File: src/rtl/core/bths_pkg.sv
// bths_pkg: types, constants and helpers for the bracket tag histogram sort core
// no dependencies
package bths_pkg;

  localparam int CNT_W = 7;
  localparam int TXT_W = 64;
  localparam int LEN_W = 4;
  localparam int TALLY_W = 16;

  localparam logic [1:0] OP_CHAR   = 2'd0;
  localparam logic [1:0] OP_END    = 2'd1;
  localparam logic [1:0] OP_FINISH = 2'd2;

  localparam logic [7:0] CH_OPEN  = 8'h5B;
  localparam logic [7:0] CH_CLOSE = 8'h5D;
  localparam logic [7:0] CH_NUL   = 8'h00;

  localparam logic [TALLY_W-1:0] TALLY_MAX = '1;

  typedef enum logic [1:0] {
    PH_SEARCH,
    PH_COLLECT,
    PH_CLOSED,
    PH_NOTAG
  } phase_t;

  typedef enum logic {
    CMD_END,
    CMD_FINISH
  } cmd_kind_t;

  typedef struct packed {
    cmd_kind_t        kind;
    logic             has_tag;
    logic [TXT_W-1:0] tag;
    logic [LEN_W-1:0] len;
  } cmd_t;

  typedef struct packed {
    logic [1:0] operation;
    logic [7:0] char_code;
  } item_t;

  typedef struct packed {
    logic               entry_valid;
    logic [CNT_W-1:0]   rank;
    logic [TXT_W-1:0]   tag_text;
    logic [LEN_W-1:0]   tag_length;
    logic [TALLY_W-1:0] tag_count;
    logic [TALLY_W-1:0] names_scanned;
    logic [CNT_W-1:0]   distinct_tags;
    logic               last;
  } result_t;

  typedef enum logic [3:0] {
    B_IDLE,
    B_M_RD,
    B_M_CMP,
    B_INS,
    B_S_LOAD_RD,
    B_S_LOAD,
    B_S_RD,
    B_S_CMP,
    B_S_END,
    B_E_RD,
    B_E_OUT
  } bstate_t;

  function automatic logic [7:0] fold(input logic [7:0] c);
    fold = (c >= 8'h41 && c <= 8'h5A) ? c + 8'h20 : c;
  endfunction

  // case-insensitive compare of the first len bytes
  function automatic logic tags_match(input logic [TXT_W-1:0] a,
                                      input logic [TXT_W-1:0] b,
                                      input logic [LEN_W-1:0] len);
    logic ok;
    ok = 1'b1;
    for (int i = 0; i < 8; i++) begin
      if (LEN_W'(i) < len && fold(a[i*8 +: 8]) != fold(b[i*8 +: 8])) begin
        ok = 1'b0;
      end
    end
    tags_match = ok;
  endfunction

endpackage

File: src/rtl/core/bths_if.sv
// bths_if: valid/ready channel interfaces for items and results
// depends on bths_pkg
interface bths_item_if;
  logic             valid;
  logic             ready;
  bths_pkg::item_t  payload;
  modport source (output valid, output payload, input ready);
  modport sink (input valid, input payload, output ready);
endinterface


File: src/rtl/core/bths_front.sv
// bths_front: accepts name bytes, extracts the bracketed tag, queues commands
// depends on bths_pkg, bths_if
module bths_front #(
  parameter int TAG_CHARS = 8
) (
  input  logic            clk,
  input  logic            rst,
  bths_item_if.sink       item,
  output logic            push,
  output bths_pkg::cmd_t  push_data,
  input  logic            full
);
  import bths_pkg::*;

  phase_t           phase;
  logic [TXT_W-1:0] cur_tag;
  logic [LEN_W-1:0] cur_len;
  logic             overlong;
  logic             beat;

  assign item.ready = !full;
  assign beat = item.valid && !full;

  always_comb begin
    push = 1'b0;
    push_data.kind = CMD_END;
    push_data.has_tag = (phase == PH_CLOSED) && !overlong;
    push_data.tag = cur_tag;
    push_data.len = cur_len;
    if (beat) begin
      case (item.payload.operation)
        OP_END: push = 1'b1;
        OP_FINISH: begin
          push = 1'b1;
          push_data.kind = CMD_FINISH;
        end
        default: push = 1'b0;
      endcase
    end
  end

  always_ff @(posedge clk) begin
    if (rst) begin
      phase <= PH_SEARCH;
      cur_tag <= '0;
      cur_len <= '0;
      overlong <= 1'b0;
    end else if (beat) begin
      if (item.payload.operation == OP_END || item.payload.operation == OP_FINISH) begin
        phase <= PH_SEARCH;
        cur_tag <= '0;
        cur_len <= '0;
        overlong <= 1'b0;
      end else if (item.payload.operation == OP_CHAR) begin
        if (item.payload.char_code == CH_NUL) begin
          if (phase != PH_CLOSED) begin
            phase <= PH_NOTAG;
          end
        end else if (phase == PH_SEARCH) begin
          if (item.payload.char_code == CH_OPEN) begin
            phase <= PH_COLLECT;
          end
        end else if (phase == PH_COLLECT) begin
          if (item.payload.char_code == CH_CLOSE) begin
            phase <= PH_CLOSED;
          end else if (cur_len < LEN_W'(TAG_CHARS)) begin
            cur_tag[cur_len[2:0]*8 +: 8] <= item.payload.char_code;
            cur_len <= cur_len + 1'b1;
          end else begin
            overlong <= 1'b1;
          end
        end
      end
    end
  end
endmodule

File: src/flat_wrapper.sv
// flat-port wrapper written by rule: the top's interface ports become plain ports
module bths_front_flat import bths_pkg::*;
#(
  parameter int TAG_CHARS = 8
)
  (clk, rst, push, push_data, full, item_valid, item_payload, item_ready);
  bths_item_if item_i ();
  input  logic clk;
  input  logic rst;
  output logic push;
  output bths_pkg::cmd_t push_data;
  input  logic full;
  input wire logic [$bits(item_i.valid)-1:0] item_valid;
  input wire logic [$bits(item_i.payload)-1:0] item_payload;
  output wire logic [$bits(item_i.ready)-1:0] item_ready;
  assign item_i.valid = item_valid;
  assign item_i.payload = item_payload;
  assign item_ready = item_i.ready;
  bths_front #(.TAG_CHARS(TAG_CHARS)) u_core (.clk(clk), .rst(rst), .item(item_i), .push(push), .push_data(push_data), .full(full));
endmodule
File: config.mk
export PLATFORM = sky130hd
export DESIGN_NAME = bths_front_flat
export DESIGN_NICKNAME = d
export VERILOG_FILES = /design/src/rtl/core/bths_pkg.sv /design/src/rtl/core/bths_if.sv /design/src/rtl/core/bths_front.sv /design/src/flat_wrapper.sv
export SDC_FILE = /design/constraint.sdc
export NUM_CORES = 1
export LEC_CHECK = 0
export ABC_AREA = 1
export BUFFER_PORTS_ARGS = -buffer_cell sky130_fd_sc_hd__buf_2
export CAP_MARGIN = 20
export CORE_ASPECT_RATIO = 0.7
export CORE_MARGIN = 8
export CORE_UTILIZATION = 54
export DETAILED_ROUTE_END_ITERATION = 8
export GPL_ROUTABILITY_DRIVEN = 0
export PLACE_DENSITY = 0.8
export SLEW_MARGIN = 25
export SYNTH_ARGS = -nofsm -noshare
export SYNTH_HDL_FRONTEND = slang
export SYNTH_SLANG_ARGS = --single-unit
File: constraint.sdc
create_clock -name clk -period 3.1 [get_ports clk]
set_input_delay 0.465 -clock clk [delete_from_list [all_inputs] [get_ports clk]]
set_output_delay 0.465 -clock clk [all_outputs]
set_load 0.01 [all_outputs]
Word level (Yosys, flattened, before mapping)
Index checks and enable logic that the tools add are counted.
{"block": "totals", "ff_bits": 71, "out_inout_bits": 72}
{"block": "op_classes", "mux": 34, "magnitude_cmp": 1, "n_shift": 2, "addsub": 2, "n_eq_ne": 13, "reduce_logical": 17}
{"op": "$mux 64", "n": 7}
{"op": "$bwmux 64", "n": 1}
{"op": "$shift 8x34->64 const A", "n": 1}
{"op": "$shiftx 8x34->64", "n": 1}
{"op": "$neg 6->34", "n": 1}
{"op": "$mux 4", "n": 7}
{"op": "$eq 8x7->1 const B", "n": 2}
{"op": "$mux 2", "n": 8}
{"op": "$reduce_and 7->1", "n": 2}
{"op": "$mux 1", "n": 11}
{"op": "$logic_not 8->1", "n": 1}
{"op": "$ne 2x1->1 const B", "n": 4}
{"op": "$reduce_bool 4->1", "n": 2}
{"op": "$reduce_and 6->1", "n": 1}
{"op": "$reduce_bool 2->1", "n": 3}
{"op": "$add 4x1->4 const B", "n": 1}
{"op": "$eq 2x1->1 const B", "n": 2}
{"op": "$eq 2x2->1 const B", "n": 2}
{"op": "$logic_not 2->1", "n": 2}
{"op": "$lt 4x4->1 const B", "n": 1}
{"op": "$ne 4x2->1 const B", "n": 1}
{"op": "$ne 3x2->1 const B", "n": 1}
{"op": "$logic_and 1x1->1", "n": 2}
{"op": "$logic_not 1->1", "n": 2}
{"op": "3 further kinds", "n": 3}

Depth between registers and ports, before layout
{"block": "depth", "depth_word": 10, "mapped_depth": 14, "mapped_depth_nobuf": 12}

Worst setup path before layout
OpenSTA, ideal clock, no wires.
{"block": "synth_timing", "kind": "register -> register", "from": "register u_core.cur_len[0]", "to": "register u_core.cur_tag[53]", "arrival_time_ps": 2348, "path_buffers": 3, "t_required_ps": 2968, "setup_slack_ps": 619, "path_stages_with_launch": 13, "synth_period_minus_slack_ps": 2481, "setup_ps": 132, "cell_sequence": "dfxtp_1 > buf_2 > buf_2 > inv_1 > ha_1 > ha_1 > inv_1 > clkbuf_1 > nand4_1 > nand2_1 > nand3_1 > nand2_1 > a21oi_1"}
{"block": "synth_via", "elab_chain_cells": 10}
{"element": "start: declaration", "line": "bths_front.sv:17", "source": "logic [LEN_W-1:0] cur_len;"}
{"element": "start signal: assignment", "line": "bths_front.sv:68", "source": "cur_len <= cur_len + 1'b1;"}
{"element": "$neg 6->34", "line": "bths_front.sv:67", "source": "cur_tag[cur_len[2:0]*8 +: 8] <= item.payload.char_code;"}
{"element": "$shiftx 8x34->64 or $shift 8x34->64 (tied branches)", "line": "bths_front.sv:67"}
{"element": "$bwmux 64", "line": "bths_front.sv:67"}
{"element": "$mux 64", "line": "bths_front.sv:66", "source": "end else if (cur_len < LEN_W'(TAG_CHARS)) begin"}
{"element": "$mux 64", "line": "bths_front.sv:64", "source": "if (item.payload.char_code == CH_CLOSE) begin"}
{"element": "$mux 64", "line": "bths_front.sv:63", "source": "end else if (phase == PH_COLLECT) begin"}
{"element": "$mux 64", "line": "bths_front.sv:59", "source": "end else if (phase == PH_SEARCH) begin"}
{"element": "$mux 64", "line": "bths_front.sv:55", "source": "if (item.payload.char_code == CH_NUL) begin"}
{"element": "$mux 64", "line": "bths_front.sv:54", "source": "end else if (item.payload.operation == OP_CHAR) begin"}
{"element": "$mux 64", "line": "bths_front.sv:49", "source": "if (item.payload.operation == OP_END || item.payload.operation == OP_FINISH) begin"}
{"element": "end signal: indexed assignment", "line": "bths_front.sv:67"}
{"element": "end: declaration", "line": "bths_front.sv:16", "source": "logic [TXT_W-1:0] cur_tag;"}
Parallel ways exist; a longest one is shown, timed or not. The select of a mux whose other input is x is not followed.
A chain may end at the register's enable or synchronous reset.

Worst setup path in the final report
{"block": "layout_timing", "from": "register u_core.cur_len[1]", "to": "register u_core.cur_tag[21]"}
The elaborated chain is that of the path after synthesis.

==> run summary <==
Asr flop ratio synth -> 0
Drt wl/cell -> 14.8 um
Clock Tree Buf Depth -> 2
Row count -> 25
Final setup vio count -> 0
CTS clock-pin slew for the worst setup and hold paths -> 0.08 ns
Grt peak-use layer -> met2
Ports -> 86
Yosys cell types -> 19
Worst r2r path cells -> 9
Worst min path class -> reg2reg
CTS H-tree lvls -> 3
Syn_area_per_cell -> 6.44 sq um
Post-synthesis sequential area ratio -> 0.391
Leak Pwr -> 1.93 nW
Worst slew margin -> 0.562
Fmax -> 395 MHz
Crit-path max FO -> 11
CTS Hold Buffers Added -> 0
Final worst slack -> 0.569 ns
Clock network fraction of design power -> 0.397
DRT iter0 DRCs -> 445
Max-slew violation count -> 0
Post-DRT Antenna Nets -> 0
Syn Inst Count -> 564
Req. time, crit path -> 3.33 ns
Setup WS pre-CTS -> 0.517 ns
Slew @ Worst Pin -> 0.655 ns
Critical Path End Type -> flip-flop
Reg power frac -> 0.465
Logic gate share of total power -> 0.138
Final setup TNS -> 0 ns
Die area -> 0.00965 sq mm
Status -> finished clean
Met1 Use GR -> 0.291
Layout cells sized above 1 -> 0.180
Final min period -> 2.53 ns
Root Driver -> clkbuf_8
Worst hold margin -> 0.463 ns
Die Width -> 114 um
Seq cells post-synth -> 71
Worst VDD drop -> 0.282 mV
GR Util met3 -> 0.0731
Final cell count without fillers -> 734
Sw Share -> 0.297
CTS tree -> built
Nets@finish -> 655
Port Buffers -> 85
Worst setup SP type -> flip-flop
CORE AREA -> 0.00663 sq mm
Initial Utilization -> 0.548
Layout Skew -> 0.0103 ns
DRT Pass-1 Iters -> 5
Cell Area, Synth -> 0.00363 sq mm
M2 GR Usage -> 0.334
Fin crit share -> 0.816
Global-route wire length before repair -> 17500 um
Ys Warns -> 0
Critical Path AT -> 2.76 ns
Sw power -> 0.595 mW
DIE HEIGHT -> 84.6 um
Internal Dissipation -> 1.41 mW
Antenna Cells -> 0
# clock sinks -> 71
Via/cell ratio -> 5.46
Clk_lat worst skew -> 0.36 ns
Detailed-placement wirelength estimate -> 8020 um
Vias in the first global route -> 3634
Post-CTS Setup Inserts -> 0
Predominant post-synthesis flop cell -> dfxtp_1
Number of synthesized flops with an enable pin -> 0
Final wirelength -> 10800 um
Largest net degree at the start of global routing -> 87
Initial antenna violation count -> 0
GRT Residual Overflow -> 0
DRC Markers -> 0
Critical path class -> reg2reg
Final hold vios -> 0
Gr usage total -> 0.222
Via total after detailed routing -> 4005
Num CTS Buffers -> 9
P&R area growth vs syn -> 17.6%
Dpl cells -> 718
Pwr dens -> 469 mW/mm^2
Max Cap Viol -> 0
RSZ-0062 raised after global routing -> false
Syn_nets -> 584
Post_cts resized -> 0
Hold depth -> 2
-- placed cells by master, fill, tap and decap left out, drive strengths merged --
cell      netlist  final
nand4          13     13
clkbuf         11     10
o21ai           1      1
dfxtp          71     71
a21oi          70     70
buf            18     89
nor2           89     89
nand2         153    153
ha              6      6
clkinvlp        0      1
inv            40     44
bufinv          0      1
o21bai          1      1
nor3           12     12
nand3          79     79
-- logic make-up (layout without fill, tap and decap cells) --
logic type / Yosys count / count (layout) / share of synthesized area
and+or+nand+nor: 346 / 346 / 0.404
AOI/OAI and AO/OA: 72 / 72 / 0.0998
DFF: 71 / 71 / 0.391
adders and majority gates: 6 / 6 / 0.0207
buffers and inverters: 69 / 145 / 0.0847
-- area by class of cell --
| type | instances | area [sq um] |
|---|---|---|
| Fill cell | 660 | 2360 |
| Multi-Input combinational cell | 424 | 1910 |
| Sequential cell | 71 | 1420 |
| Timing Repair Buffer | 89 | 468 |
| Inverter | 40 | 150 |
| Clock buffer | 10 | 138 |
| Tap cell | 94 | 118 |
| Clock inverter | 6 | 75.1 |
-- per-layer routing --
layer	vias up	routed length (um)
met3	21	1240
met1	1791	4730
met5	-	0
li1	1980	-
met4	0	163
met2	213	4710
-- cells in the mapped netlist, types with 4 or more instances --
cell,n,area (sq um)
a21oi_1,70,350
buf_2,12,60.1
clkbuf_1,11,41.3
dfxtp_1,71,1420
ha_1,6,75.1
inv_1,37,139
nand2_1,151,567
nand3_1,79,395
nand4_1,13,81.3
nor2_1,84,315
nor2_2,4,25.0
nor3_1,12,60.1
-- worst paths after layout --
kind | start | endpoint | slack (ns)
setup / recovery | u_core.cur_len[1]$_SDFFE_PP0P_ | u_core.cur_tag[21]$_SDFFE_PP0P_ | 0.57
hold / removal | u_core.cur_tag[11]$_SDFFE_PP0P_ | u_core.cur_tag[11]$_SDFFE_PP0P_ | 0.46
setup reg to reg | u_core.cur_len[1]$_SDFFE_PP0P_ | u_core.cur_tag[21]$_SDFFE_PP0P_ | 0.57
hold reg to reg | u_core.cur_tag[11]$_SDFFE_PP0P_ | u_core.cur_tag[11]$_SDFFE_PP0P_ | 0.46
-- critical path, stage by stage (launching register included) --
cell and delay (ns):
dfxtp_1 0.38, inv_1 0.11, ha_1 0.23, ha_1 0.20, nor2_1 0.51, nand4_1 0.21
nand2_1 0.30, nand3_1 0.28, nand2_1 0.12, a21oi_1 0.07
-- power by group through the flow --
stage / clock network (mW) / logic (mW) / registers, mW
6_report: 0.794 / 0.277 / 0.932
5_1_grt: 0.839 / 0.308 / 0.933
4_1_cts: 0.810 / 0.272 / 0.932
3_5_place_dp: 0 / 0.270 / 0.953
3_3_place_gp: 0 / 0.263 / 0.952
2_1_floorplan: 0 / 0.197 / 0.958
-- per-stage QoR --
step / cell area, sq um / util / total power [mW]
6_report: 4280 / 0.645 / 2.00
4_1_cts: 4280 / 0.645 / 2.01
2_1_floorplan: 3630 / - / 1.15
3_3_place_gp: 4060 / 0.613 / 1.22
3_5_place_dp: 4060 / 0.613 / 1.22
5_1_grt: 4280 / 0.645 / 2.08
-- state kept, by name, summed over array words and instances (netlist names) --
signal	count
u_core.cur_len	4
u_core.overlong	1
u_core.phase	2
u_core.cur_tag	64
Note: power is estimated with default switching activity, not from simulation.
