File: src/rtl/core/bths_pkg.sv
// bths_pkg: types, constants and helpers for the bracket tag histogram sort core
// no dependencies
package bths_pkg;

  localparam int CNT_W = 7;
  localparam int TXT_W = 64;
  localparam int LEN_W = 4;
  localparam int TALLY_W = 16;

  localparam logic [1:0] OP_CHAR   = 2'd0;
  localparam logic [1:0] OP_END    = 2'd1;
  localparam logic [1:0] OP_FINISH = 2'd2;

  localparam logic [7:0] CH_OPEN  = 8'h5B;
  localparam logic [7:0] CH_CLOSE = 8'h5D;
  localparam logic [7:0] CH_NUL   = 8'h00;

  localparam logic [TALLY_W-1:0] TALLY_MAX = '1;

  typedef enum logic [1:0] {
    PH_SEARCH,
    PH_COLLECT,
    PH_CLOSED,
    PH_NOTAG
  } phase_t;

  typedef enum logic {
    CMD_END,
    CMD_FINISH
  } cmd_kind_t;

  typedef struct packed {
    cmd_kind_t        kind;
    logic             has_tag;
    logic [TXT_W-1:0] tag;
    logic [LEN_W-1:0] len;
  } cmd_t;

  typedef struct packed {
    logic [1:0] operation;
    logic [7:0] char_code;
  } item_t;

  typedef struct packed {
    logic               entry_valid;
    logic [CNT_W-1:0]   rank;
    logic [TXT_W-1:0]   tag_text;
    logic [LEN_W-1:0]   tag_length;
    logic [TALLY_W-1:0] tag_count;
    logic [TALLY_W-1:0] names_scanned;
    logic [CNT_W-1:0]   distinct_tags;
    logic               last;
  } result_t;

  typedef enum logic [3:0] {
    B_IDLE,
    B_M_RD,
    B_M_CMP,
    B_INS,
    B_S_LOAD_RD,
    B_S_LOAD,
    B_S_RD,
    B_S_CMP,
    B_S_END,
    B_E_RD,
    B_E_OUT
  } bstate_t;

  function automatic logic [7:0] fold(input logic [7:0] c);
    fold = (c >= 8'h41 && c <= 8'h5A) ? c + 8'h20 : c;
  endfunction

  // case-insensitive compare of the first len bytes
  function automatic logic tags_match(input logic [TXT_W-1:0] a,
                                      input logic [TXT_W-1:0] b,
                                      input logic [LEN_W-1:0] len);
    logic ok;
    ok = 1'b1;
    for (int i = 0; i < 8; i++) begin
      if (LEN_W'(i) < len && fold(a[i*8 +: 8]) != fold(b[i*8 +: 8])) begin
        ok = 1'b0;
      end
    end
    tags_match = ok;
  endfunction

endpackage

File: src/rtl/core/bths_cmd_fifo.sv
// bths_cmd_fifo: short command queue between tag extraction and table engine
// depends on bths_pkg
module bths_cmd_fifo (
  input  logic          clk,
  input  logic          rst,
  input  logic          push,
  input  bths_pkg::cmd_t push_data,
  output logic          full,
  input  logic          pop,
  output bths_pkg::cmd_t pop_data,
  output logic          empty
);
  import bths_pkg::*;

  cmd_t       slots [4];
  logic [1:0] wr_ptr;
  logic [1:0] rd_ptr;
  logic [2:0] fill;

  assign full = (fill == 3'd4);
  assign empty = (fill == 3'd0);
  assign pop_data = slots[rd_ptr];

  always_ff @(posedge clk) begin
    if (push && !full) begin
      slots[wr_ptr] <= push_data;
    end
  end

  always_ff @(posedge clk) begin
    if (rst) begin
      wr_ptr <= '0;
      rd_ptr <= '0;
      fill <= '0;
    end else begin
      if (push && !full) begin
        wr_ptr <= wr_ptr + 2'd1;
      end
      if (pop && !empty) begin
        rd_ptr <= rd_ptr + 2'd1;
      end
      fill <= fill + 3'((push && !full) ? 1 : 0) - 3'((pop && !empty) ? 1 : 0);
    end
  end
endmodule

File: config.mk
export PLATFORM = sky130hd
export DESIGN_NAME = bths_cmd_fifo
export DESIGN_NICKNAME = d
export VERILOG_FILES = /design/src/rtl/core/bths_pkg.sv /design/src/rtl/core/bths_cmd_fifo.sv
export SDC_FILE = /design/constraint.sdc
export NUM_CORES = 1
export LEC_CHECK = 0
export ABC_CLOCK_PERIOD_IN_PS = 4900
export BUFFER_PORTS_ARGS = -buffer_cell sky130_fd_sc_hd__buf_2
export CORE_MARGIN = 10
export CORE_UTILIZATION = 51
export CTS_CLUSTER_DIAMETER = 60
export DETAILED_ROUTE_END_ITERATION = 6
export PLACE_DENSITY = 0.73
export SLEW_MARGIN = 20
export SYNTH_ARGS = -nofsm -noshare
export SYNTH_HDL_FRONTEND = slang
export SYNTH_SLANG_ARGS = --single-unit
File: constraint.sdc
create_clock -name clk -period 4.9 [get_ports clk]
set_input_delay 0.245 -clock clk [delete_from_list [all_inputs] [get_ports clk]]
set_output_delay 0.245 -clock clk [all_outputs]
set_load 0.005 [all_outputs]
---- Word-level counts from Yosys, hierarchy flattened ----
Memory sizes are Yosys's and may differ from the RTL's. A register that Yosys moved wholly into a read port is not among the register bits.
Cells that the tools add are included.
operators by class
  add/subtract/negate cells ............... 4
  equal/unequal tests ..................... 1
  mux-type cells .......................... 6
  reduce and logical (&&, ||, !) cells .... 5
operators by type and width
  operator             count
  $add 2x1->2 const B  2
  $mux 1               4
  $mux 2               2
  $add 3x1->3          1
  $eq 3x3->1 const B   1
  $logic_not 3->1      1
  $sub 3x1->3          1
  $logic_and 1x1->1    2
  $logic_not 1->1      2
storage, ports and cells
  flip-flop bits (word level) ............. 7
  memory bits (writable) .................. 280
  bits of input ports ..................... 74
  output and inout port bits .............. 72
  logic and storage cells ................. 20
  memories kept ........................... 1
memories
  memory  depth  bits a word  read ports  clocked after memory_dff  write ports  RTL line             RTL
  slots   4      70           1           1                         1            bths_cmd_fifo.sv:15  cmd_t slots [4];

---- Logic depth before layout (Yosys ltp) ----
Gate-level depths: netlist (run 1).
  depth after elaboration ................. 6
  mapped depth ............................ 10
  gate-level depth less buffers ........... 10

---- Worst setup path after synthesis (run 1) ----
Ideal clock, no wire load.
  path type ............................... flip-flop to flip-flop
  start point ............................. register fill[2]
  end point ............................... memory slots[0][0] in the netlist's numbering (enable)
  library setup time ...................... 0.436 ns
  data arrival time ....................... 2.417 ns
  required time ........................... 4.464 ns
  path slack .............................. 2.048 ns
  stages on the path, launching flop included .. 4
  buffers on the path ..................... 0
  period minus slack after synthesis ...... 2.852 ns
  cell sequence ........................... dfxtp_1 nor3b_2 nor2_1 and2_1
on the way
  word-level cells in the longest chain between the ends .. 5
ends and longest elaborated chain
  element                       RTL line             RTL
  start, declared               bths_cmd_fifo.sv:18  logic [2:0] fill;
  start signal, assigned        bths_cmd_fifo.sv:42  fill <= fill + 3'((push && !full) ? 1 : 0) - 3'((pop && !empty) ? 1 : 0);
  $eq 3x3->1                    bths_cmd_fifo.sv:20  assign full = (fill == 3'd4);
  net full                      bths_cmd_fifo.sv:8   output logic full,
  $logic_not 1->1               bths_cmd_fifo.sv:25  if (push && !full) begin
  $logic_and 1x1->1             bths_cmd_fifo.sv:25
  $mux 1                        bths_cmd_fifo.sv:25
  $mux 1 (not written as such)  bths_cmd_fifo.sv:26  slots[wr_ptr] <= push_data;
  end, declared                 bths_cmd_fifo.sv:15
The timed path passes the listed nets, and every way through them passes these cells.

==> results of run 1 <==
through the flow:
stage,setup slack [ns],hold slack [ns]
after floorplan,2.05,0.344
after global placement,2.63,0.453
after detailed placement,2.41,0.461
after CTS,2.13,0.0915
after global routing,2.00,0.125
final,2.20,0.110
state kept, by name (all words and copies together), names as in the netlist, named ones only:
name,count
slots,280
fill,3
rd_ptr,2
wr_ptr,2
cells in the final DEF (no fill, tap or decap), types with 4 or more instances in the layout:
master | netlist | routed
edfxtp_1 | 280 | 280
bufinv_16 | 0 | 4
ha_1 | 6 | 6
dlygate4sd3_1 | 0 | 71
clkbuf_16 | 0 | 29
nor2_1 | 4 | 4
and2_4 | 0 | 4
mux4_2 | 70 | 70
clkinv_1 | 0 | 4
inv_1 | 8 | 8
clkinv_2 | 0 | 4
clkbuf_1 | 1 | 8
dfxtp_1 | 9 | 7
buf_2 | 7 | 145
metal layers:
metal / vias up / GRT usage (%) / share of wire [%]
li1: 2236 / - / -
met1: 2565 / 19.8 / 41
met2: 163 / 25.4 / 51
met3: 26 / 3.63 / 6.7
met4: 0 / 3.22 / 1.3
met5: - / 0 / 0
tightest hold or removal path, cell delays in order:
cell	delay (ns)
buf_2	0.10
inv_1	0.07
or3_1	0.10
a21oi_1	0.05
synth_stat cells, types with 4 or more instances:
| master | instances | area [um2] |
|---|---|---|
| edfxtp_1 | 280 | 8410 |
| mux4_2 | 70 | 1580 |
| dfxtp_1 | 9 | 180 |
| inv_1 | 8 | 30.0 |
| buf_12 | 7 | 140 |
| buf_2 | 7 | 35.0 |
| ha_1 | 6 | 75.1 |
| and2_1 | 4 | 25.0 |
| nor2_1 | 4 | 15.0 |
report_power, final:
| group | internal, mW | total (mW) | switching, mW |
|---|---|---|---|
| clock network | 1.29 | 2.12 | 0.827 |
| logic | 0.700 | 1.29 | 0.586 |
| registers | 2.97 | 3.10 | 0.124 |
final cells by class:
cell class | count | area share (%)
clock buffers | 37 | 5.69
clock inverters | 13 | 1.23
inverters | 8 | 0.226
multi-input cells | 103 | 13.9
flip-flops and latches | 289 | 64.8
well taps | 270 | 2.55
repair buffers | 222 | 11.7
worst max path at each step:
stage,start,endpoint,slack [ns],cells after the start
after floorplan,fill[2]$_SDFF_PP0_,slots[0][0]$_DFFE_PP_,2.05,3
after global placement,fill[2]$_SDFF_PP0_,fill[2]$_SDFF_PP0_,2.63,10
after detailed placement,fill[2]$_SDFF_PP0_,fill[2]$_SDFF_PP0_,2.41,10
after CTS,flip-flop,pop_data[39],2.13,3
after global routing,flip-flop,pop_data[39],2.00,3
final,flip-flop,pop_data[39],2.20,3
kinds of logic after synthesis:
logic type | count (synthesis) | share of synthesized area, %
and+or+nand+nor | 17 | 0.928
buffers and inverters | 25 | 2.10
AOI/OAI and AO/OA | 5 | 0.259
adders and majority gates | 7 | 0.893
xor gates and xnor gates | 3 | 0.247
DFF | 289 | 80.7
muxes | 71 | 14.9
what timing repair did:
item	CTS	global route
setup endpoints to repair	0	0
hold buffers	71	0
hold endpoints to repair	285	0
==> impl_metrics.env, run 1 <==
export IMPL_status="complete, no violations"
export IMPL_hpwl_mm=11.5
export IMPL_yosys_warnings=0
export IMPL_end_kind="output port"
export IMPL_cp_max_fo=36
export IMPL_setup_viol=0
export IMPL_crit_arrival_ns=2.46
export IMPL_r2r_end="fill[2]$_SDFF_PP0_"
export IMPL_wire_per_inst_um=21.3
export IMPL_grt_overflow_total=0
export IMPL_insertedDiodeCount=0
export IMPL_grt_pass1_wl_mm=31.8
export IMPL_grt_setup_unrepaired="no"
export IMPL_synth_edf_count=280
export IMPL_routed_wl_mm=20.1
export IMPL_synth_async_reset_ratio_pct=0
export IMPL_min_period_ns=2.70
export IMPL_r2r_cells=10
export IMPL_fin_setup_tns_ns=0
export IMPL_regArea_mm2=0.00860
export IMPL_synth_ff_type="edfxtp_1"
export IMPL_drtAntennaViolNets=0
export IMPL_grt_use_total_pct=15.1
export IMPL_initial_utilization_pct=52.3
export IMPL_drt_iter0_drc=347
export IMPL_areaGrowthSynthToFinish_pct=24.7
export IMPL_viasPerCell=5.30
export IMPL_slowest_stage="mux4_2"
export IMPL_multi_input_area_mm2=0.00184
export IMPL_cts_htree_levels=1
export IMPL_path_buf_inv=2
export IMPL_clock_skew_ns=0.0131
export IMPL_fmax_ghz=0.370
export IMPL_cts_sinks=289
export IMPL_tightest_slew_ns=1.07
export IMPL_hold_viol=0
export IMPL_reg2reg_setup_slack_ns=2.37
export IMPL_vdd_drop_max_mv=0.398
export IMPL_start_kind="flip-flop"
export IMPL_fin_area_mm2=0.0133
export IMPL_clkTransAtPathRegs_ns=0.05
export IMPL_syn_cell_area_mm2=0.0106
export IMPL_cts_resized=0
export IMPL_crit_type="flip-flop to output port"
export IMPL_hold_end="wr_ptr[0]$_SDFFE_PP0P_"
export IMPL_tritoncts="built"
export IMPL_crit_family="buffers and inverters"
export IMPL_crit_path_max_incr_delay_ns=0.63
export IMPL_fin_util_pct=65.2
export IMPL_cp_cell_sequence="buf_4 > mux4_2 > buf_2"
export IMPL_drive_above_1_share_pct=39.6
export IMPL_gp_congestion=0.737
export IMPL_hold_path_depth=4
export IMPL_drv_slew=0
export IMPL_die_area_mm2=0.0271
export IMPL_cts_made_buffers=29
export IMPL_crit_required_ns=4.66
export IMPL_via_count=4990
export IMPL_grt_pass1_vias=5604
export IMPL_syn_inst=417
export IMPL_die_h_um=164
export IMPL_antenna_found_initial=0
export IMPL_coreArea_mm2=0.0204
export IMPL_ios=146
export IMPL_synth_distinct_cells=25
export IMPL_p_total_mw=6.50
export IMPL_drv_cap=0
export IMPL_p_per_area_mw_per_mm2=490
export IMPL_port_buffer_count=145
export IMPL_cts_buffer_depth=3
export IMPL_hp_start="push"
export IMPL_drcViolationCount=0
export IMPL_num_nets_final=734
export IMPL_drt_pass1_iter_count=4
export IMPL_r2r_start="fill[2]$_SDFF_PP0_"
export IMPL_yosysSeqAreaShare_pct=80.7
export IMPL_synth_seq_cells=289
export IMPL_cts_setup_buffers=0
export IMPL_avgSynthCellArea_um2=25.5
export IMPL_fill_cells=1331
export IMPL_clk_latency_ns=0.53
export IMPL_grt_max_degree=71
export IMPL_power_leakage_nw=4.52
export IMPL_hp_class="input port to flip-flop"
export IMPL_fin_crit_sh_pct=55.1
export IMPL_slew_headroom_pct=28.5
export IMPL_rows=52
export IMPL_dp_cells=817
export IMPL_syn_nets=498
export IMPL_die_width_um=164
export IMPL_final_cells=942
export IMPL_clockRootBuffer="clkbuf_16"
export IMPL_dpl_instance_area_mm2=0.0115
No activity file was read; power rests on OpenSTA's default activity.
==> inputs of run 2 (changes only) <==
- ABC_CLOCK_PERIOD_IN_PS: 4900 -> 2700
- clock period: 4.9 -> 2.7 ns (I/O delays scaled with it)
==> run 2 against run 1 <==
  * Utilization grew 0.80 points
  * Global-route usage grew 0.25 points
  * Cell count grew 1.8%
  * Clock-buffer cell count shrank 6
  * Clock power grew 88%
  * Die area is the same
  * Via count grew 0.80%
  * Clock skew shrank 0.0055 ns
  * Wire length grew 2.4%
  * Setup slack lost 1.9 ns
  * Sequential power grew 82%
  * Worst hold slack lost 0.080 ns
  * Critical path type unchanged
==> impl_metrics.env, run 2 (same netlist as run 1, synthesis figures left out) <==
export IMPL_gp_congestion=0.737
export IMPL_cts_hold_buf=71
export IMPL_fill_cells=1334
export IMPL_wire_per_inst_um=21.4
export IMPL_coreArea_mm2=0.0204
export IMPL_drcViolationCount=0
export IMPL_r2r_start="fill[1]$_SDFF_PP0_"
export IMPL_die_width_um=164
export IMPL_initial_utilization_pct=52.3
export IMPL_num_nets_final=746
export IMPL_largest_reg_flops=280
export IMPL_cts_resized=0
export IMPL_power_leakage_nw=4.60
export IMPL_end_kind="output port"
export IMPL_drv_slew=0
export IMPL_clock_skew_ns=0.00758
export IMPL_fin_setup_tns_ns=0
export IMPL_cts_made_buffers=28
export IMPL_ios=146
export IMPL_p_total_mw=12.0
export IMPL_tritoncts="built"
export IMPL_status="complete, no violations"
export IMPL_die_area_mm2=0.0271
export IMPL_regMostFlops="slots"
export IMPL_dpl_instance_area_mm2=0.0118
export IMPL_clkTransAtPathRegs_ns=0.06
export IMPL_start_kind="flip-flop"
export IMPL_port_buffer_count=145
export IMPL_r2r_end="fill[2]$_SDFF_PP0_"
export IMPL_min_period_ns=2.37
export IMPL_layout_common_cells="edfxtp_1 (280), buf_2 (145), dlygate4sd3_1 (71), mux4_2 (70), clkbuf_16 (29)"
export IMPL_grt_setup_unrepaired="no"
export IMPL_grt_overflow_total=0
export IMPL_cts_setup_buffers=0
export IMPL_cp_max_fo=29
export IMPL_whs_ns=0.0299
export IMPL_slew_headroom_pct=61.2
export IMPL_dp_cells=834
export IMPL_reg2reg_setup_slack_ns=0.40
export IMPL_vdd_drop_max_mv=0.597
export IMPL_fmax_ghz=0.422
export IMPL_fin_area_mm2=0.0134
export IMPL_cts_htree_levels=1
export IMPL_areaGrowthSynthToFinish_pct=26.2
export IMPL_drv_cap=0
export IMPL_crit_end="pop_data[4]"
export IMPL_grt_pass1_vias=5705
export IMPL_drt_iter0_drc=247
export IMPL_drt_pass1_iter_count=4
export IMPL_fin_util_pct=66.0
export IMPL_drive_above_1_share_pct=41.3
export IMPL_fin_ws_ns=0.331
export IMPL_fin_crit_sh_pct=87.8
export IMPL_crit_required_ns=2.57
export IMPL_clk_latency_ns=0.52
export IMPL_p_per_area_mw_per_mm2=894
export IMPL_r2r_cells=9
export IMPL_routed_wl_mm=20.6
export IMPL_grt_max_degree=33
export IMPL_top_regs="slots x280, fill x3"
export IMPL_via_count=5030
export IMPL_tightest_slew_ns=0.582
export IMPL_grt_use_total_pct=15.4
export IMPL_setup_viol=0
export IMPL_antenna_found_initial=0
export IMPL_final_common_cell="edfxtp_1"
export IMPL_hpwl_mm=13.2
export IMPL_hp_class="input port to flip-flop"
export IMPL_final_cells=959
export IMPL_cts_buffer_depth=3
export IMPL_die_h_um=164
export IMPL_crit_arrival_ns=2.23
export IMPL_rows=52
export IMPL_clockRootBuffer="clkbuf_16"
export IMPL_pre_cts_slack_ns=0.443
export IMPL_viasPerCell=5.25
export IMPL_crit_type="flip-flop to output port"
export IMPL_hold_viol=0
export IMPL_grt_pass1_wl_mm=32.3
export IMPL_drtAntennaViolNets=0
export IMPL_cts_sinks=289
-- run 2: worst max-delay path: stages (launching register included) --
cell and delay [ns]:
dfxtp_4 0.73, buf_4 0.31, mux4_2 0.53, buf_2 0.15
-- run 2: worst min-delay path by stage --
stage                  start                endpoint  slack [ns]  cells after the start
2_1_floorplan   push_data[0]   slots[0][0]$_DFFE_PP_        0.23                      0
5_1_grt                  pop               flip-flop        0.04                      4
4_1_cts                  pop               flip-flop        0.01                      4
6_report                push  wr_ptr[0]$_SDFFE_PP0P_        0.03                      4
3_3_place_gp   push_data[68]  slots[1][68]$_DFFE_PP_        0.35                      1
3_5_place_dp   push_data[49]  slots[3][49]$_DFFE_PP_        0.35                      1
-- run 2: layout make-up --
| class | instances | area, um2 | area share, % |
|---|---|---|---|
| antenna | 2 | 5.00 | 0.0373 |
| clock buffer | 31 | 733 | 5.46 |
| clock inverter | 21 | 235 | 1.75 |
| inverter | 8 | 30.0 | 0.224 |
| multi-input combinational | 103 | 1840 | 13.7 |
| sequential | 289 | 8600 | 64.0 |
| tap | 270 | 338 | 2.51 |
| timing repair buffer | 235 | 1650 | 12.3 |
-- run 2: routing by layer --
metal / GRT usage, % / vias up / part of all wire, %
met3: 3.88 / 22 / 6.9
li1: - / 2273 / -
met2: 26.0 / 142 / 51
met5: 0 / - / 0
met1: 19.9 / 2593 / 41
met4: 3.30 / 0 / 1.1
-- run 2: where the power goes --
| group | leakage [nW] | internal, mW | switching, mW |
|---|---|---|---|
| clock | 0.462 | 2.43 | 1.55 |
| combinational | 1.50 | 1.33 | 1.06 |
| sequential | 2.64 | 5.39 | 0.245 |
| total | 4.60 | 9.15 | 2.86 |
==> inputs of run 3 (changes only) <==
- ABC_AREA: not set -> 1
- CORE_UTILIZATION: 51 -> 57
- PLACE_DENSITY: 0.73 -> 0.8
==> run 3 against run 2 <==
  * Cell area grew 4.5%
  * Largest power group unchanged
  * Area after synthesis grew 7.4%
  * Sequential cell count is the same
==> impl_metrics.env, run 3 <==
export IMPL_drcViolationCount=0
export IMPL_via_count=6830
export IMPL_cts_htree_levels=1
export IMPL_ios=146
export IMPL_tightest_slew_ns=0.630
export IMPL_clkTransAtPathRegs_ns=0.06
export IMPL_cts_made_buffers=28
export IMPL_vdd_drop_max_mv=0.694
export IMPL_clk_latency_ns=0.52
export IMPL_cts_buffer_depth=3
export IMPL_clockRootBuffer="clkbuf_16"
export IMPL_p_per_area_mw_per_mm2=869
export IMPL_regMostFlops="slots"
export IMPL_viasPerCell=5.45
export IMPL_port_buffer_count=145
export IMPL_drv_slew=0
export IMPL_initial_utilization_pct=58.4
export IMPL_slew_headroom_pct=58.0
export IMPL_fmax_ghz=0.438
export IMPL_drtAntennaViolNets=0
export IMPL_end_kind="output port"
export IMPL_clock_skew_ns=0.0141
export IMPL_routed_wl_mm=24.6
export IMPL_die_width_um=162
export IMPL_tritoncts="built"
export IMPL_hold_viol=0
export IMPL_drt_pass1_iter_count=6
export IMPL_cts_resized=0
export IMPL_setup_viol=0
export IMPL_yosysSeqAreaShare_pct=75.1
export IMPL_dpl_instance_area_mm2=0.0124
export IMPL_hp_class="input port to flip-flop"
export IMPL_fin_area_mm2=0.0140
export IMPL_yosys_warnings=0
export IMPL_grt_setup_unrepaired="no"
export IMPL_yosys_area_top_type="edfxtp_1"
export IMPL_layout_common_cells="edfxtp_1 (280), buf_2 (145), nor2_1 (110), o21ai_0 (110), dlygate4sd3_1 (73)"
export IMPL_syn_cell_area_mm2=0.0114
export IMPL_fin_util_pct=71.7
export IMPL_grt_pass1_vias=6981
export IMPL_grt_use_total_pct=18.2
export IMPL_crit_required_ns=2.57
export IMPL_syn_nets=826
export IMPL_synth_seq_cells=289
export IMPL_drv_cap=0
export IMPL_gp_congestion=0.769
export IMPL_hpwl_mm=14.2
export IMPL_num_nets_final=1047
export IMPL_top_regs="slots x280, fill x3"
export IMPL_antenna_found_initial=0
export IMPL_fin_ws_ns=0.417
export IMPL_synth_top_area_share_pct=73.5
export IMPL_areaGrowthSynthToFinish_pct=22.8
export IMPL_drive_above_1_share_pct=29.3
export IMPL_fin_crit_sh_pct=84.6
export IMPL_min_period_ns=2.28
export IMPL_status="complete, no violations"
export IMPL_largest_reg_flops=280
export IMPL_insertedDiodeCount=0
export IMPL_crit_type="flip-flop to output port"
export IMPL_wire_per_inst_um=19.6
export IMPL_synth_distinct_cells=19
export IMPL_synth_most_common_cell="edfxtp_1"
export IMPL_die_h_um=162
export IMPL_synth_ff_type="edfxtp_1"
export IMPL_synth_cells_most_frequent="edfxtp_1 (280), nor2_1 (114), o21ai_0 (110), nor2_4 (40), o22ai_2 (40)"
export IMPL_cp_max_fo=42
export IMPL_p_total_mw=12.2
export IMPL_crit_arrival_ns=2.15
export IMPL_pre_cts_slack_ns=0.543
export IMPL_synth_edf_count=280
export IMPL_rows=51
export IMPL_cts_sinks=289
export IMPL_avgSynthCellArea_um2=15.3
export IMPL_synth_area_leaders="edfxtp_1 (74%), o21ai_0 (4.8%), o22ai_2 (4.4%)"
export IMPL_start_kind="flip-flop"
export IMPL_grt_pass1_wl_mm=38.5
export IMPL_drt_iter0_drc=540
export IMPL_fin_setup_tns_ns=0
export IMPL_coreArea_mm2=0.0196
export IMPL_power_leakage_nw=4.92
export IMPL_synth_async_reset_ratio_pct=0
export IMPL_grt_max_degree=141
export IMPL_die_area_mm2=0.0261
export IMPL_grt_overflow_total=0
export IMPL_syn_inst=745
export IMPL_final_common_cell="edfxtp_1"
## run 3: cell count changes in the layout (fill, tap and decap cells not counted), sizes merged, moves of 5 or more
cell and delta:
bufinv -5, clkbuf +13, inv +12, mux4 -70
nand2 +11, nor2 +150, o21ai +138, o22ai +70
## run 3: area by class of cell
| cell class | instances | area, um2 |
|---|---|---|
| Inverter | 20 | 80.1 |
| Tap cell | 265 | 332 |
| Timing Repair Buffer | 235 | 1680 |
| Clock inverter | 8 | 52.6 |
| Multi-Input combinational cell | 392 | 2480 |
| Clock buffer | 44 | 822 |
| Fill cell | 1235 | 5540 |
| Sequential cell | 289 | 8590 |
## run 3: critical path: stages, from the launching register on
cell	delay [ns]
dfxtp_2	0.70
buf_12	0.28
o21ai_0	0.15
o22ai_1	0.30
buf_2	0.18
## run 3: stage by stage
stage               cells  hold slack [ns]
finish               1253            0.342
global route         1253            0.337
CTS                  1253            0.318
detailed placement   1128            0.339
global placement     1128            0.330
floorplan             745            0.206
## run 3: worst paths after layout
kind | startpoint | to | slack (ns) | cells after the start
max | flip-flop | pop_data[49] | 0.42 | 4
min | rst | fill[0]$_SDFF_PP0_ | 0.34 | 3
max reg2reg | fill[1]$_SDFF_PP0_ | fill[2]$_SDFF_PP0_ | 0.53 | 9
min reg2reg | rd_ptr[0]$_SDFFE_PP0P_ | flip-flop | 0.52 | 2
## run 3: report_power, final
group | total, mW | internal, mW | leakage, nW | switching (mW)
Clock | 3.62 | 2.09 | 0.429 | 1.53
Sequential | 5.62 | 5.46 | 2.64 | 0.153
Combinational | 2.97 | 1.10 | 1.85 | 1.87
Total | 12.2 | 8.66 | 4.92 | 3.55
## run 3: cells by family (layout without fill, tap and decap cells)
group | after synthesis | count (layout) | synth area share (%)
AOI/OAI and AO/OA | 215 | 215 | 12.4
adders and majority gates | 7 | 7 | 0.832
buffers and inverters | 64 | 307 | 3.44
DFF | 289 | 289 | 75.1
and+or+nand+nor | 170 | 170 | 8.25
## run 3: what timing repair did
| item | 4_1_cts | 5_1_grt |
|---|---|---|
| buffers inserted | 0 | 0 |
| endpoints found under the hold margin | 289 | 0 |
| hold buffers | 73 | 0 |
## run 3: per-layer routing
metal | vias to the layer above | track usage, % | share of wire, %
li1 | 3232 | - | -
met1 | 3345 | 23.7 | 42
met2 | 227 | 30.9 | 50
met3 | 26 | 3.69 | 6.2
met4 | 0 | 4.26 | 1.3
met5 | - | 0 | 0
